**config.mk**
```make
export PLATFORM = sky130hd
export DESIGN_NAME = pcd_sqrt_cell
export DESIGN_NICKNAME = d
export VERILOG_FILES = /design/src/rtl/pcd_pkg.sv /design/src/rtl/pcd_sqrt_cell.sv
export SDC_FILE = /design/constraint.sdc
export NUM_CORES = 1
export LEC_CHECK = 0
export CAP_MARGIN = 20
export CORE_AREA = 2 2 404 406
export CTS_BUF_LIST = sky130_fd_sc_hd__clkbuf_8
export CTS_CLUSTER_SIZE = 8
export DETAILED_ROUTE_END_ITERATION = 10
export DIE_AREA = 0 0 406 408
export DONT_BUFFER_PORTS = 1
export HOLD_SLACK_MARGIN = 0.05
export PLACE_DENSITY_LB_ADDON = 0.05
export SKIP_CTS_REPAIR_TIMING = 1
export SYNTH_ARGS = -nofsm -noshare
export SYNTH_HDL_FRONTEND = slang
export SYNTH_SLANG_ARGS = --single-unit
```
**constraint.sdc**
```tcl
create_clock -name i_clk -period 15.7 [get_ports i_clk]
set_clock_uncertainty 0.05 [all_clocks]
set_input_delay 3.14 -clock i_clk [delete_from_list [all_inputs] [get_ports i_clk]]
set_output_delay 3.14 -clock i_clk [all_outputs]
set_load 0.005 [all_outputs]
```
**src/rtl/pcd_pkg.sv**
```systemverilog
// Shared constants for the path curvature and curvature-rate datapath.
`timescale 1ns / 1ps

package pcd_pkg;

    // Input sample width (signed Q8.16) and result width (signed Q12.20).
    localparam int IN_W  = 24;
    localparam int OUT_W = 32;

    // Bits of the root found by each chain, one cell per bit.
    localparam int QW = 32;

    // Twice the 36-bit shift from Q16*Q16 products to a Q20 result.
    localparam int FRAC_SHIFT = 72;

    // Limb width of the pipelined wide multiplier.
    localparam int LIMB_W = 24;

    // Cycles from an accepted command to its result strobe.
    localparam int PIPE_LAT = 48;

    // Clamp values of a saturated result.
    localparam logic [OUT_W-1:0] SAT_POS = {1'b0, {(OUT_W-1){1'b1}}};
    localparam logic [OUT_W-1:0] SAT_NEG = {1'b1, {(OUT_W-1){1'b0}}};

endpackage

```
**src/rtl/pcd_sqrt_cell.sv**
```systemverilog
// One cell of the root chain: decides one bit of floor(sqrt(N / D)).
`timescale 1ns / 1ps

module pcd_sqrt_cell #(
    parameter int DW  = 144,
    parameter int RW  = 168,
    parameter int BIT = 31
) (
    input  logic                        i_clk,
    input  logic [DW-1:0]               i_d,
    input  logic [RW-1:0]               i_r,
    input  logic [DW+pcd_pkg::QW-1:0]   i_p,
    input  logic [pcd_pkg::QW-1:0]      i_q,
    output logic [DW-1:0]               o_d,
    output logic [RW-1:0]               o_r,
    output logic [DW+pcd_pkg::QW-1:0]   o_p,
    output logic [pcd_pkg::QW-1:0]      o_q
);
    import pcd_pkg::*;

    localparam int XW = DW + 2 * QW + 2;
    localparam int PW = DW + QW;

    logic [XW-1:0] t_try;
    logic          take;
    logic [DW-1:0] r_d;
    logic [RW-1:0] r_r;
    logic [PW-1:0] r_p;
    logic [QW-1:0] r_q;

    // Residual R = N - q*q*D and P = q*D are kept, so setting bit k costs
    // D * 2^k * (2q + 2^k) = (P << k+1) + (D << 2k): shifts and one add.
    assign t_try = (XW'(i_p) << (BIT + 1)) + (XW'(i_d) << (2 * BIT));
    assign take  = XW'(i_r) >= t_try;

    always_ff @(posedge i_clk) begin
        r_d <= i_d;
        if (take) begin
            r_r <= RW'(XW'(i_r) - t_try);
            r_p <= i_p + (PW'(i_d) << BIT);
            r_q <= i_q | (QW'(1) << BIT);
        end else begin
            r_r <= i_r;
            r_p <= i_p;
            r_q <= i_q;
        end
    end

    assign o_d = r_d;
    assign o_r = r_r;
    assign o_p = r_p;
    assign o_q = r_q;

endmodule

```
==> flow_summary.ini, run 1 <==
[status]
status = finished clean

[grt]
grt_max_degree = 88
antenna_found_initial = 14
grt_pass1_wl_um = 303800
grt-ovfl-total = 0
first_global_vias = 39820
grt_use_total_pct = 25.28

[synth]
synth_seq_area_share_pct = 24.55
ys_warn_count = 0
ys_ff_latch = 520
async_flop_share_pct = 0
yosys-top-cells-count = a21oi_1, dfxtp_1, nand2_1
synth_edf_count = 0
synth_cells = 5185
ys_types = 81
synth_largest_area_cell = dfxtp_1
synth_nets = 6133
synth_area_leaders = dfxtp_1, ha_1, mux2_4
synth_area_per_cell_um2 = 8.178
ys.flop_type = dfxtp_1
synth_top_area_share_pct = 24.55
syn_area_mm2 = 0.04240
synth.most_common_cell = a21oi_1

[clock_network]
clk_pin_slew_ps = 60
h-tree-depth = 3
numCtsBuffers = 100
cts-root-buf = clkbuf_8
cts_buffer_depth = 3
cts_tree = yes
cts_sinks = 520

[setup_path]
max_stage_delay_ps = 680
cp.arrival_ps = 12350
cp-start-kind = primary input
worst-path-max-fanout = 55
criticalPathCategory = in -> reg
cp-end-kind = flop
cpMostUsedCell = a21oi_1
required_ps = 16420
worst_path_max_delay_cell = o31ai_1

[detailed_routing]
drtAntennaViolNets = 0
drt-vias-per-instance = 5.389
first_pass_iters = 5
post_drt_wl_per_cell_um = 29.86
wirelength_um = 218700
via_count = 39462
drt_iter0_drc = 2871
drcViolationCount = 0

[floorplanning]
die_h_um = 408
die-area_mm2 = 0.1656
coreArea_mm2 = 0.1617
num_io_pins = 1041
initial_core_util_pct = 26.23
num_rows = 148
die_w_um = 406

[final_layout]
num-nets-final = 6009
syn2layout_area_growth_pct = 9.466
drive_gt1_share_pct = 9.630
final_util_pct = 28.71

[sta]
rsz0062_at_grt = false
fin_crit_ps = 11630
worstMarginPinSlew_ps = 1097
hold_viol_final = 0
fmax_mhz = 85.95
slew_headroom_pct = 25.96
drv_slew = 0
setup_viol = 0
tns_ps = 0
period_share_pct = 74.11

[worst_hold_path]
whs_endpoint = o_d[77]$_DFF_P_
hold_depth = 0
min_from = i_d[77]
min_path_type = in -> reg

[place]
gp_congestion = 0.9233
portBuffers = 0
dp_hpwl_um = 189700

[pwr]
power-per-cell-area_mw_per_mm2 = 109.0
p_leak_uw = 0.01957
vdd_ir_drop_max_uv = 64.13

[run]
max_cap_viol_count = 0
critical path, delay by kind of cell:
family	cells	cell delay [ps]
AOI/OAI and AO/OA	16	4890
and+or+nand+nor	9	1910
adders and majority gates	2	680
muxes	1	440
xor gates and xnor gates	1	450
buffers and inverters	1	670
cell type report:
type | count | area, um2
sequential | 520 | 10410
antenna | 8 | 20.02
fill | 17585 | 115200
clock inverter | 67 | 661.9
clock buffer | 114 | 1569
inverter | 154 | 578.1
tap | 2175 | 2721
timing repair buffer | 22 | 187.7
multi-input combinational | 4263 | 30270
how the worst max path moves through the flow:
stage	start	end	slack, ps	depth (start not counted)
after global routing	i_d[10]	o_r[40]$_DFF_P_	3620	30
after CTS	i_d[10]	o_r[35]$_DFF_P_	4240	30
after global placement	i_d[0]	o_r[36]$_DFF_P_	3380	26
after floorplan	i_d[0]	o_r[166]$_DFF_P_	6160	24
final	i_d[10]	o_r[60]$_DFF_P_	4070	30
after detailed placement	i_d[10]	o_p[170]$_DFF_P_	3270	30
flip-flops by register name (all words and copies together) (netlist names):
name  count
o_d     144
o_p     176
o_q      32
o_r     168
layer usage:
metal | vias to the layer above | part of all wire, % | GRT usage, %
met3 | 174 | 7.2 | 6.200
met2 | 1315 | 47 | 42.68
li1 | 18808 | - | -
met5 | - | 0.043 | 0
met1 | 19153 | 43 | 32.13
met4 | 12 | 2.0 | 5.801
cell families after synthesis:
family | Yosys count | synth area share [%]
DFF | 520 | 24.55
AOI/OAI and AO/OA | 1669 | 23.73
muxes | 285 | 9.939
and+or+nand+nor | 1484 | 16.74
buffers and inverters | 402 | 4.161
adders and majority gates | 427 | 12.65
xor gates and xnor gates | 398 | 8.221
stage by stage:
| step | power, uW | worst slack (ps) | hold WS, ps | cell area (um2) | instances |
|---|---|---|---|---|---|
| after floorplan | 2863 | 6164 | 3118 | 42400 | 5185 |
| after global placement | 3554 | 3384 | 3118 | 44160 | 7133 |
| after detailed placement | 3521 | 3270 | 3118 | 44160 | 7134 |
| after CTS | 5116 | 4243 | 2078 | 46390 | 7315 |
| after global routing | 5362 | 3618 | 2137 | 46400 | 7318 |
| final | 5060 | 4065 | 2211 | 46410 | 7323 |
power by group:
group / switching [uW] / total, uW / internal [uW]
Clock: 702 / 1550 / 845
Sequential: 62.0 / 1460 / 1390
Combinational: 1320 / 2060 / 735
Total: 2090 / 5060 / 2970
layout by cell type, fill, tap and decap left out, drive strengths merged, types with 26 or more instances in the layout:
cell	count
o21a	47
nor4	44
o31ai	32
inv	188
a21boi	26
a21o	151
nor2	362
nor3	105
xnor2	240
a211oi	37
o21bai	109
a31oi	43
nand2b	37
nor2b	39
ha	424
clkbuf	114
a21oi	664
nand2	466
nand4	207
nand3	87
or3	28
dfxtp	520
o21ai	391
mux2	275
xor2	158
o211ai	28
Note: power is estimated with default switching activity, not from simulation.
==> inputs of run 2 (changes only) <==
clock period = 10.35 ns   (was 15.7 ns; I/O delays follow)
==> flow_summary.ini, run 2 (synthesized netlist as in run 1, its figures left out) <==
[floorplanning]
num_io_pins = 1041
num_rows = 148
die-area_mm2 = 0.1656
coreArea_mm2 = 0.1617
die_w_um = 406
initial_core_util_pct = 26.23
die_h_um = 408

[clock_network]
cts_tree = yes
numCtsBuffers = 94
h-tree-depth = 3
cts_buffer_depth = 3
cts_sinks = 520
clk_pin_slew_ps = 70
cts-root-buf = clkbuf_8

[final_layout]
num-nets-final = 6028
stdcell_area_mm2 = 0.04662
syn2layout_area_growth_pct = 9.953
mostFrequentLayoutCells = a21oi_1, dfxtp_1, nand2_1
largest_reg_flops = 176
stdcell_count = 7338
final_common_cell = a21oi_1
drive_gt1_share_pct = 9.903

[setup_path]
cp.arrival_ps = 10040
cpMostUsedCell = a21oi_1
required_ps = 11010
cp-start-kind = primary input
worst-path-max-fanout = 35
worst_path_max_delay_cell = o31ai_2
cp-end-kind = flop
max_stage_delay_ps = 590
criticalPathCategory = in -> reg

[grt]
grt_use_total_pct = 25.21
grt_pass1_wl_um = 301300
first_global_vias = 39605
grt_max_degree = 66
grt-ovfl-total = 0
antenna_found_initial = 21

[sta]
drv_slew = 0
fmax_mhz = 106.7
worstMarginPinSlew_ps = 1148
setup_viol = 0
fin_crit_ps = 9376
slew_headroom_pct = 22.78
tns_ps = 0
period_share_pct = 90.59
rsz0062_at_grt = false
hold_viol_final = 0
worst_hold_slack_ps = 1170

[run]
max_cap_viol_count = 0

[pwr]
power_uw = 7601
power-per-cell-area_mw_per_mm2 = 163.0
vdd_ir_drop_max_uv = 110.6
p_leak_uw = 0.01966

[place]
dp_hpwl_um = 189900
placed_area_mm2 = 0.04445
portBuffers = 0
gp_congestion = 0.9246
dpl.cell_count = 7159

[detailed_routing]
via_count = 39585
post_drt_wl_per_cell_um = 29.74
drtAntennaViolNets = 0
first_pass_iters = 8
drt_iter0_drc = 2992
drt-vias-per-instance = 5.395
drcViolationCount = 0
wirelength_um = 218200

[status]
status = finished clean

[worst_hold_path]
min_path_type = in -> reg
[run 2: cell types whose count changed in the layout (fill, tap and decap cells not counted), sizes merged]
cell      before  now
clkinvlp       4    2
clkbuf       114  119
buf           22   47
bufinv        10    8
diode          8   13
inv          188  182
clkinv        19    9
[run 2: worst paths after layout]
kind	from	to	cells after the start
hold / removal	i_p[29]	o_p[29]$_DFF_P_	0
setup / recovery	i_d[0]	o_p[89]$_DFF_P_	31
[run 2: power by group]
group,switching [uW],internal [uW]
clock network,980,1250
logic,2040,1120
registers,92.4,2110
total,3110,4490
[run 2: routing by layer]
layer / vias up / routed length [um] / global-route usage [%]
met5: - / 72 / 0
met4: 10 / 5311 / 6.858
met3: 184 / 17490 / 6.956
met2: 1469 / 101500 / 41.71
met1: 19109 / 93890 / 31.86
li1: 18813 / - / -
[run 2: layout make-up]
cell class,instances,area (um2)
multi-input cells,4263,30270
clock buffers,119,1638
well taps,2175,2721
inverters,154,578.1
fillers,17671,115000
flip-flops and latches,520,10410
clock inverters,47,498.0
repair buffers,47,478.0
diodes,13,32.53
[run 2: stage by stage]
stage                     worst slack [ps]  util, %
after detailed placement             285.2    27.50
after global routing                 640.7    28.83
after global placement               159.3    27.48
final                                974.4    28.84
after floorplan                       1884        -
after CTS                             1240    28.82
[run 2: critical path: cells and delay by family]
kind	cells	cell delay, ps
muxes	1	300
buffers and inverters	4	810
xor gates and xnor gates	1	220
and+or+nand+nor	4	1320
adders and majority gates	3	1150
AOI/OAI and AO/OA	18	4050
==> inputs of run 3 (changes only) <==
ABC_AREA = 1   (was default)
CORE_AREA = 2 2 409 411   (was 2 2 404 406)
DIE_AREA = 0 0 411 413   (was 0 0 406 408)
==> flow_summary.ini, run 3 <==
[grt]
grt-busiest-layer = met2
grt-ovfl-total = 0
first_global_vias = 58631
antenna_found_initial = 38
grt_util_met2_pct = 62.59
grt_max_degree = 151
grt_use_total_pct = 36.80
gr-usage-met1_pct = 44.89
globalRouteMet3Util_pct = 6.284
grt_pass1_wl_um = 438400

[status]
status = finished clean

[setup_path]
cp.arrival_ps = 9170
required_ps = 11060
cp-start-kind = primary input
cpMostUsedCell = nor2_1
crit_buf_inv = 4
max_stage_delay_ps = 670
cp-end-kind = flop
criticalPathCategory = in -> reg
cp_top_family = simple AND/OR/NAND/NOR gates
worst-path-max-fanout = 150
worst_path_max_delay_cell = nor4_1

[sta]
worstMarginPinSlew_ps = 1077
fin_crit_ps = 8456
period_share_pct = 81.70
rsz0062_at_grt = false
fmax_mhz = 118.3
setup_ws_ps = 1894
slew_headroom_pct = 27.43
setup_viol = 0
drv_slew = 0
hold_viol_final = 0
tns_ps = 0

[synth]
synth_top_area_share_pct = 20.07
synth.area.mux_share_pct = 0
synth_nets = 9913
synthAdderAreaFrac_pct = 10.34
async_flop_share_pct = 0
ys_types = 54
synth.most_common_cell = nand2_1
syn_area_mm2 = 0.05188
synth_area_leaders = dfxtp_1, nand2_1, inv_1
synth_seq_area_share_pct = 20.07
synth_area_per_cell_um2 = 5.787
ys.flop_type = dfxtp_1
ys_warn_count = 0
synth-compound-area-share_pct = 19.90
synthXorXnorAreaFrac_pct = 6.129
synth_largest_area_cell = dfxtp_1
ys_ff_latch = 520
synth-simple-area-share_pct = 29.38
yosys-top-cells-count = nand2_1, inv_1, nor2_1
synth_cells = 8965
synth_edf_count = 0
synth_top_family_by_area = simple AND/OR/NAND/NOR gates

[worst_hold_path]
min_path_type = in -> reg

[detailed_routing]
drcViolationCount = 0
post_drt_wl_per_cell_um = 28.88
wirelength_um = 326500
drt_iter0_drc = 5229
drtAntennaViolNets = 0
drt-vias-per-instance = 5.313
via_count = 60067
first_pass_iters = 6

[place]
dpl.cell_count = 11127
pre_cts_ws_ps = 1208
dp_hpwl_um = 292300
portBuffers = 0
gp_congestion = 1.063

[floorplanning]
num_io_pins = 1041
num_rows = 150
die_h_um = 413
die_w_um = 411
initial_core_util_pct = 31.27
die-area_mm2 = 0.1697
coreArea_mm2 = 0.1659

[final_layout]
stdcell_count = 11305
mostFrequentLayoutCells = nand2_1, inv_1, nor2_1
final_common_cell = nand2_1
syn2layout_area_growth_pct = 8.787
largest_reg_flops = 176
drive_gt1_share_pct = 3.127
num-nets-final = 9968

[clock_network]
cts-root-buf = clkbuf_8
numCtsBuffers = 95
clk_pin_slew_ps = 80
h-tree-depth = 3
cts_buffer_depth = 3
cts_tree = yes
cts_sinks = 520

[pwr]
vdd_ir_drop_max_uv = 115.3
power_uw = 8330
power-per-cell-area_mw_per_mm2 = 147.6
p_leak_uw = 0.02635

[run]
max_cap_viol_count = 0
## run 3: cells by family (layout without fill, tap and decap cells)
group,count (synthesis),count (layout)
fa+ha+maj,427,427
compound gates,1890,1890
xor+xnor,363,363
simple gates,3851,3851
buf+inv,1914,2031
flops,520,520
other cells,0,19
## run 3: final cells by class
type                    count  area [um2]
repair buffers             19       192.7
clock buffers             107        1473
well taps                2204        2758
diodes                     19       47.55
fillers                 19453      109500
inverters                1853        6963
multi-input cells        6531       34120
flip-flops and latches    520       10410
clock inverters            52       473.0
## run 3: report_power, final
| part | switching, uW | internal, uW | total (uW) | leakage, uW |
|---|---|---|---|---|
| registers | 78.0 | 2110 | 2190 | 0.00439 |
| logic | 2900 | 1140 | 4040 | 0.0209 |
| clock network | 974 | 1120 | 2100 | 0.00106 |
## run 3: path summary, 6_finish.rpt
kind	start	end	slack, ps	cells past startpoint
max	i_d[76]	o_p[80]$_DFF_P_	1890	25
min	i_d[56]	o_d[56]$_DFF_P_	1150	0
## run 3: stage by stage
stage,area (um2),hold WS (ps),util [%]
floorplan,51880,2048,-
global placement,54440,2048,32.81
detailed placement,54440,2048,32.81
CTS,56390,1055,33.99
global route,56400,1129,34.00
finish,56430,1145,34.02
## run 3: layer usage
layer | vias to the layer above | share of wire (%)
li1 | 28378 | -
met1 | 28512 | 41
met2 | 2584 | 47
met3 | 569 | 6.9
met4 | 24 | 5.2
met5 | - | 0.053
